==> config.mk <==
export PLATFORM = sky130hd
export DESIGN_NAME = ilir_cell
export DESIGN_NICKNAME = d
export VERILOG_FILES = /design/src/sv/ilir_pkg.sv /design/src/sv/ilir_cell.sv
export SDC_FILE = /design/constraint.sdc
export NUM_CORES = 1
export LEC_CHECK = 0
export BUFFER_PORTS_ARGS = -buffer_cell sky130_fd_sc_hd__buf_2
export CAP_MARGIN = 20
export CORE_MARGIN = 8
export CORE_UTILIZATION = 45
export CTS_BUF_LIST = sky130_fd_sc_hd__clkbuf_4 sky130_fd_sc_hd__clkbuf_8
export DETAILED_ROUTE_END_ITERATION = 10
export PLACE_DENSITY = 0.93
export SLEW_MARGIN = 20
export SYNTH_ARGS = -nofsm -noshare
export SYNTH_HDL_FRONTEND = slang
export SYNTH_SLANG_ARGS = --single-unit
==> constraint.sdc <==
create_clock -name clk -period 2.45 [get_ports clk]
set_input_delay 0.245 -clock clk [delete_from_list [all_inputs] [get_ports clk]]
set_output_delay 0.245 -clock clk [all_outputs]
set_load 0.03 [all_outputs]
==> src/sv/ilir_pkg.sv <==
`timescale 1ns / 1ps
// ----------------------------------------------------------------------------
// ilir_pkg
// Shared types and codes for the indexed list with insert and remove.
// ----------------------------------------------------------------------------
package ilir_pkg;

	localparam int CMD_W    = 3;
	localparam int POS_W    = 6;
	localparam int WORD_W   = 32;
	localparam int STATUS_W = 2;
	localparam int COUNT_W  = 7;

	typedef enum logic [CMD_W-1:0] {
		CMD_APPEND = 3'd0,
		CMD_INSERT = 3'd1,
		CMD_REMOVE = 3'd2,
		CMD_GET    = 3'd3,
		CMD_SET    = 3'd4,
		CMD_CLEAR  = 3'd5
	} cmd_t;

	localparam logic [STATUS_W-1:0] ST_DONE  = 2'd0;
	localparam logic [STATUS_W-1:0] ST_RANGE = 2'd1;
	localparam logic [STATUS_W-1:0] ST_FULL  = 2'd2;

	// the operation that every cell of the row performs
	typedef enum logic [1:0] {
		OP_HOLD,
		OP_WRITE,
		OP_SHIFT_UP,
		OP_SHIFT_DOWN
	} cell_op_t;

	typedef struct packed {
		cell_op_t          op;
		logic [WORD_W-1:0] word;
	} cell_ctrl_t;

endpackage

==> src/sv/ilir_cell.sv <==
`timescale 1ns / 1ps
// ----------------------------------------------------------------------------
// ilir_cell
// One list entry; loads a new word, its left neighbor or its right neighbor.
// ----------------------------------------------------------------------------
module ilir_cell
	import ilir_pkg::*;
#(
	parameter int IW  = 6,
	parameter int IDX = 0
) (
	input  logic              clk,
	input  cell_ctrl_t        ctrl,
	input  logic [IW-1:0]     idx,
	input  logic [WORD_W-1:0] left_word,
	input  logic [WORD_W-1:0] right_word,
	output logic [WORD_W-1:0] word
);

	localparam logic [IW-1:0] MY_IDX = IW'(IDX);

	logic [WORD_W-1:0] word_q;

	always_ff @(posedge clk) begin
		case (ctrl.op)
			OP_WRITE: begin
				if (MY_IDX == idx) word_q <= ctrl.word;
			end
			OP_SHIFT_UP: begin
				if (MY_IDX == idx) word_q <= ctrl.word;
				else if (MY_IDX > idx) word_q <= left_word;
			end
			OP_SHIFT_DOWN: begin
				if (MY_IDX >= idx) word_q <= right_word;
			end
			default: begin
			end
		endcase
	end

	assign word = word_q;

endmodule

==> qor.txt, run 1 <==
TIMING
-------------------------------------------------------------------------------------
Unrepaired setup endpoints after global routing                                 false
Total count of hold-check failures in the final report                              0
Worst Hold Margin                                                            0.335 ns
Post-route clock period utilization                                             61.5%
Final number of setup-violating endpoints                                           0
Final min period                                                              1.51 ns
Max-slew headroom at the worst pin                                              62.7%
Achievable clock frequency                                                    664 MHz
Final-layout setup total negative slack                                          0 ns
Pins over their slew limit                                                          0
Transition at the pin with the smallest max-transition slack                 0.559 ns

GLOBAL ROUTE
-------------------------------------------------------------------------------------
GR Util All Layers                                                              16.9%
Maximum number of pins on one net before global-route repair                       41
Grt ovf                                                                             0
Number of antenna violations at the first check in global routing                   0
Wire length of the first global-routing pass                                10,300 um
Via count of the first global-routing pass                                      2,160

SYNTHESIS
-------------------------------------------------------------------------------------
Number of flip-flops and latches in the synthesized netlist                        32
Syn Std Cell Area                                                        0.00231 mm^2
Yosys cell types                                                                   21
Synth warn                                                                          0
Sequential share of the synthesized area                                        41.6%
Synthesized instance count                                                        189
Mapped Nets                                                                       294
Avg Inst Size Synth                                                         12.2 um^2

POWER AND IR DROP
-------------------------------------------------------------------------------------
VDD IR max                                                                 0.000240 V
Power density normalized to cell area                                     457 mW/mm^2
Leakage Power                                                                 1.33 nW
Tot Pwr                                                                       1.41 mW

FINAL LAYOUT
-------------------------------------------------------------------------------------
Net count of the finished layout                                                  422
Fillers                                                                           395
Share of final-layout standard cells stronger than drive strength 1             58.8%
Footprint of the flip-flops and latches                                      961 um^2
Total area of multi-input combinational cells                            0.00105 mm^2
Area growth, synth to finish                                                    33.7%
Number of standard cells in the layout, taps in and fillers out                   388
Ant diodes                                                                          0
Util after Layout                                                               61.3%
Max FFs per register                                                               32

SETUP PATH
-------------------------------------------------------------------------------------
Crit path max fanout                                                               24
Number of cells on the critical path                                                5
Crit-path cells                                                          buf_2 -> nor2_2 -> buf_12 -> o211a_1 -> buf_4
Critical path origin                                                           idx[5]
Highest cell delay on the worst timing path                                   0.39 ns
Kind of cell with the highest combined delay on the critical path        buffers and inverters
Buffers and inverters on the worst path                                             3
Category of the worst setup path launch point                              input port
Required time worst endpoint                                                  2.40 ns
Nature of the critical path endpoint                                             flop
Critical path start-end classification                                         in2reg
Arrival @ worst endpoint                                                      1.46 ns
Critical-path cell with the highest stage delay                          sky130_fd_sc_hd__nor2_2

CLOCK TREE
-------------------------------------------------------------------------------------
Post-CTS Setup Repair Bufs                                                          0
Cell chosen for the clock root                                           sky130_fd_sc_hd__clkbuf_8
Post-cts resize count                                                               0
Clock transition at path regs                                                 0.07 ns
CTS H-tree depth                                                                    2
Clock buffer count from CTS                                                         5
TritonCTS clock tree                                                            built
Total number of clock tree sinks                                                   32
Number of buffers between clock root and the deepest sink                           2
Number of hold buffers added after cts                                              0

RUN
-------------------------------------------------------------------------------------
Max-capacitance violation count                                                     0

ROUTE
-------------------------------------------------------------------------------------
DRC errors left                                                                     0
Routed len/inst                                                               17.1 um
Wirelength, routed                                                            6640 um
Count of routing violations after the opening detailed-route iteration            103
Via/cell ratio                                                                   5.34
Total iterations of the first detailed-routing run                                  4
Total via count in the routed design                                            2,070
Post-route antenna net violation count                                              0

FLOORPLAN
-------------------------------------------------------------------------------------
Height of the die                                                             87.7 um
Total core area                                                          0.00504 mm^2
Ports                                                                             137
Horiz. Die Dim                                                                87.7 um
Number of rows in the core area                                                    26
DIE AREA                                                                 0.00768 mm^2
Effective utilization at floorplan                                              45.8%

PLACE
-------------------------------------------------------------------------------------
Half-perimeter wire length after detailed placement                           5100 um
# port buffers                                                                    136
Number of placed instances with taps included                                     380
Placer Congestion                                                               0.849

HOLD PATH
-------------------------------------------------------------------------------------
Min-Delay Path Class                                                           in2reg
Worst hold path cell count                                                          3
Hold path start                                                              ctrl[24]

STATUS
-------------------------------------------------------------------------------------
Result of the run                                                        finished, final reports clean

-- synth_stat cells --
| library cell | n | area [um^2] |
|---|---|---|
| sky130_fd_sc_hd__a221oi_2 | 30 | 450 |
| sky130_fd_sc_hd__clkbuf_4 | 1 | 7.51 |
| sky130_fd_sc_hd__a2111oi_1 | 27 | 270 |
| sky130_fd_sc_hd__clkbuf_1 | 5 | 18.8 |
| sky130_fd_sc_hd__nor2_1 | 1 | 3.75 |
| sky130_fd_sc_hd__buf_6 | 3 | 33.8 |
| sky130_fd_sc_hd__a2111oi_0 | 3 | 26.3 |
| sky130_fd_sc_hd__a221oi_1 | 2 | 17.5 |
| sky130_fd_sc_hd__clkbuf_2 | 3 | 15.0 |
| sky130_fd_sc_hd__o211a_1 | 1 | 10.0 |
| sky130_fd_sc_hd__edfxtp_1 | 32 | 961 |
| sky130_fd_sc_hd__nor2b_1 | 32 | 200 |
| sky130_fd_sc_hd__buf_2 | 6 | 30.0 |
| sky130_fd_sc_hd__buf_12 | 3 | 60.1 |
| sky130_fd_sc_hd__a21o_4 | 1 | 15.0 |
| sky130_fd_sc_hd__inv_1 | 33 | 124 |
| sky130_fd_sc_hd__nor3_1 | 1 | 5.00 |
| sky130_fd_sc_hd__nor4_4 | 1 | 21.3 |
| sky130_fd_sc_hd__buf_4 | 1 | 7.51 |
| sky130_fd_sc_hd__buf_1 | 1 | 3.75 |
| sky130_fd_sc_hd__a2111oi_2 | 2 | 30.0 |
-- path summary, 6_finish.rpt --
check  slack (ns)  endpoint
min          0.34  word[24]
max          0.94   word[9]
-- cells in the final DEF, fill, tap and decap left out --
cell type / Yosys / routed
sky130_fd_sc_hd__a2111oi_1: 27 / 27
sky130_fd_sc_hd__buf_12: 3 / 1
sky130_fd_sc_hd__nor2_2: 0 / 1
sky130_fd_sc_hd__nor2b_1: 32 / 32
sky130_fd_sc_hd__inv_1: 33 / 33
sky130_fd_sc_hd__buf_4: 1 / 7
sky130_fd_sc_hd__nor3_1: 1 / 1
sky130_fd_sc_hd__clkbuf_4: 1 / 1
sky130_fd_sc_hd__a2111oi_2: 2 / 2
sky130_fd_sc_hd__a221oi_2: 30 / 30
sky130_fd_sc_hd__a21o_4: 1 / 1
sky130_fd_sc_hd__bufinv_16: 0 / 1
sky130_fd_sc_hd__clkinv_2: 0 / 1
sky130_fd_sc_hd__edfxtp_1: 32 / 32
sky130_fd_sc_hd__nor4_4: 1 / 1
sky130_fd_sc_hd__a2111oi_0: 3 / 3
sky130_fd_sc_hd__a221oi_1: 2 / 2
sky130_fd_sc_hd__o211a_1: 1 / 1
sky130_fd_sc_hd__clkbuf_8: 0 / 5
sky130_fd_sc_hd__buf_2: 6 / 136
-- per-layer routing --
metal	global-route usage, %	vias up	wire (um)
met1	19.6	963	2700
met2	28.9	93	3270
met5	0	-	0
met3	5.07	6	587
met4	5.78	0	78
li1	-	1008	-
-- per-stage QoR --
stage / area (um^2) / setup WS [ns]
final: 3090 / 0.943
after detailed placement: 2980 / 0.668
after CTS: 3090 / 0.946
after global routing: 3090 / 0.816
after floorplan: 2310 / 0.415
after global placement: 2980 / 0.696
-- cell families after synthesis --
| kind of cell | after synthesis | share of synthesized area, % |
|---|---|---|
| AO/OA/AOI/OAI | 66 | 35.5 |
| flip-flops | 32 | 41.6 |
| AND/OR/NAND/NOR | 35 | 9.96 |
| buffers and inverters | 56 | 13.0 |
-- where the power goes --
part / total (mW) / switching, mW / internal (mW)
combinational: 0.297 / 0.153 / 0.144
clock: 0.499 / 0.186 / 0.313
sequential: 0.616 / 0.00138 / 0.615
-- cell type report --
class                   instances  area share, %
clock buffers                   6           2.47
multi-input cells             101           34.1
well taps                      70           2.84
inverters                      33           4.01
repair buffers                144           24.4
flip-flops and latches         32           31.1
clock inverters                 2           1.13
Note: power is estimated with default switching activity, not from simulation.
==> run 2, diff against run 1 <==
- CORE_UTILIZATION: 45 -> 41
- PLACE_DENSITY: 0.93 -> 0.9
- clock period: 2.45 -> 1.25 ns (I/O delays scaled with it)
==> run 2 against run 1 <==
  * Sequential share of layout area decreased by 1.4 points
  * Cell area increased by 4.8%
  * Sequential power increased by 96%
  * Final cell count increased by 2.6%
  * Highest routed layer unchanged
  * Combinational power increased by 120%
  * Count of clock-buffer cells in the layout decreased by 1
  * Via count increased by 3.6%
  * Worst setup slack got worse by 0.85 ns
==> qor.txt, run 2 (synthesis results as in run 1) <==
STATUS
-------------------------------------------------------------------------------------
Result of the run                                                        finished, final reports clean   unchanged

FLOORPLAN
-------------------------------------------------------------------------------------
Effective utilization at floorplan                                              42.2%   was 45.8%
Number of rows in the core area                                                    27   was 26
Total core area                                                          0.00547 mm^2   was 0.00504 mm^2
Ports                                                                             137   unchanged
Horiz. Die Dim                                                                91.1 um   was 87.7 um
Height of the die                                                             91.1 um   was 87.7 um
DIE AREA                                                                 0.00829 mm^2   was 0.00768 mm^2

GLOBAL ROUTE
-------------------------------------------------------------------------------------
Via count of the first global-routing pass                                      2,303   was 2,160
Grt ovf                                                                             0   unchanged
GR Util All Layers                                                              17.3%   was 16.9%
Maximum number of pins on one net before global-route repair                       34   was 41
Number of antenna violations at the first check in global routing                   0   unchanged
Wire length of the first global-routing pass                                11,700 um   was 10,300 um

TIMING
-------------------------------------------------------------------------------------
Final number of setup-violating endpoints                                           0   unchanged
Post-route clock period utilization                                             92.4%
Final-layout setup total negative slack                                          0 ns   unchanged
Transition at the pin with the smallest max-transition slack                 0.595 ns   was 0.559 ns
Max-slew headroom at the worst pin                                              59.3%   was 62.7%
Setup slack of the critical path after layout                               0.0954 ns   was 0.943 ns
Achievable clock frequency                                                    866 MHz
Unrepaired setup endpoints after global routing                                 false   unchanged
Worst Hold Margin                                                            0.220 ns   was 0.335 ns
Pins over their slew limit                                                          0   unchanged
Total count of hold-check failures in the final report                              0   unchanged
Final min period                                                              1.15 ns

CLOCK TREE
-------------------------------------------------------------------------------------
TritonCTS clock tree                                                            built   unchanged
Post-CTS Setup Repair Bufs                                                          0   unchanged
CTS H-tree depth                                                                    2   unchanged
Post-cts resize count                                                               1   was 0
Clock buffer count from CTS                                                         5   unchanged
Total number of clock tree sinks                                                   32   unchanged
Clock transition at path regs                                                 0.07 ns   about the same
Number of hold buffers added after cts                                              0   unchanged
Cell chosen for the clock root                                           sky130_fd_sc_hd__clkbuf_8   unchanged
Number of buffers between clock root and the deepest sink                           2   unchanged

FINAL LAYOUT
-------------------------------------------------------------------------------------
Final design area excluding fillers                                      0.00324 mm^2   was 0.00309 mm^2
Net count of the finished layout                                                  431   was 422
Util after Layout                                                               59.1%   was 61.3%
Ant diodes                                                                          0   unchanged
Footprint of the flip-flops and latches                                      961 um^2   unchanged
Max FFs per register                                                               32   unchanged
Commonest cells after routing, fill and taps aside                       136 x sky130_fd_sc_hd__buf_2, 33 x sky130_fd_sc_hd__inv_1, 32 x sky130_fd_sc_hd__nor2b_1, 32 x sky130_fd_sc_hd__edfxtp_1, 30 x sky130_fd_sc_hd__a221oi_2   unchanged
Most frequent standard cell in the layout excluding fill and tap cells   sky130_fd_sc_hd__buf_2   unchanged
Fillers                                                                           486   was 395
Total area of multi-input combinational cells                            0.00106 mm^2   was 0.00105 mm^2
Share of final-layout standard cells stronger than drive strength 1             59.8%   was 58.8%
Number of standard cells in the layout, taps in and fillers out                   398   was 388
Area growth, synth to finish                                                    40.1%   was 33.7%

ROUTE
-------------------------------------------------------------------------------------
Total iterations of the first detailed-routing run                                  5   was 4
Via/cell ratio                                                                   5.39   was 5.34
DRC errors left                                                                     0   unchanged
Routed len/inst                                                               18.0 um   was 17.1 um
Wirelength, routed                                                            7180 um   was 6640 um
Total via count in the routed design                                            2,144   was 2,070
Count of routing violations after the opening detailed-route iteration             88   was 103
Post-route antenna net violation count                                              0   unchanged

PLACE
-------------------------------------------------------------------------------------
Placement Setup Slack                                                       -0.296 ns   was 0.668 ns
Half-perimeter wire length after detailed placement                           5760 um   was 5100 um
Placed instance area                                                     0.00316 mm^2   was 0.00298 mm^2
# port buffers                                                                    136   unchanged
Placer Congestion                                                               0.781   was 0.849
Number of placed instances with taps included                                     391   was 380

SETUP PATH
-------------------------------------------------------------------------------------
Required time worst endpoint                                                  1.23 ns   was 2.40 ns
Category of the worst setup path launch point                              input port   unchanged
Critical path start-end classification                                         in2reg   unchanged
Arrival @ worst endpoint                                                      1.14 ns   was 1.46 ns
End point of the critical path                                               word[12]   was word[9]
Nature of the critical path endpoint                                             flop   unchanged
Critical path origin                                                           idx[0]   was idx[5]
Crit path max fanout                                                               19   was 24

HOLD PATH
-------------------------------------------------------------------------------------
Min-Delay Path Class                                                           in2reg   unchanged
Hold path start                                                              ctrl[15]   was ctrl[24]

POWER AND IR DROP
-------------------------------------------------------------------------------------
VDD IR max                                                                 0.000457 V   was 0.000240 V
Tot Pwr                                                                       2.57 mW   was 1.41 mW
Power density normalized to cell area                                     795 mW/mm^2   was 457 mW/mm^2
Leakage Power                                                                 1.38 nW   was 1.33 nW

RUN
-------------------------------------------------------------------------------------
Max-capacitance violation count                                                     0   unchanged

[run 2: report_power, final]
part | total (mW) | internal (mW) | switching (mW)
combinational | 0.646 | 0.327 | 0.318
sequential | 1.21 | 1.21 | 0.00245
clock | 0.720 | 0.367 | 0.353
total | 2.57 | 1.90 | 0.674
[run 2: worst min-delay path by stage]
stage                     slack, ns  endpoint  depth (start not counted)
after floorplan                0.39   word[0]                          2
after global placement         0.50   word[0]                          3
after detailed placement       0.51  word[15]                          3
after CTS                      0.21  word[15]                          3
after global routing           0.22   word[1]                          3
final                          0.22  word[15]                          3
[run 2: critical path, cell delays in order]
cell	delay, ns
sky130_fd_sc_hd__buf_2	0.11
sky130_fd_sc_hd__nor4_4	0.32
sky130_fd_sc_hd__buf_4	0.21
sky130_fd_sc_hd__o211a_4	0.19
sky130_fd_sc_hd__buf_12	0.16
[run 2: metal layers]
layer | share of wire [%] | up-vias | global-route usage (%)
met3 | 8.2 | 6 | 6.58
met1 | 38 | 1016 | 18.0
li1 | - | 1026 | -
met5 | 0 | - | 0
met4 | 1.2 | 0 | 5.05
met2 | 53 | 96 | 31.6
[run 2: cell type report]
type / instances / share of cell area [%]
clock buffer: 5 / 2.13
clock inverter: 2 / 0.232
inverter: 33 / 3.83
multi-input combinational: 101 / 32.9
sequential: 32 / 29.7
tap: 72 / 2.78
timing repair buffer: 153 / 28.4
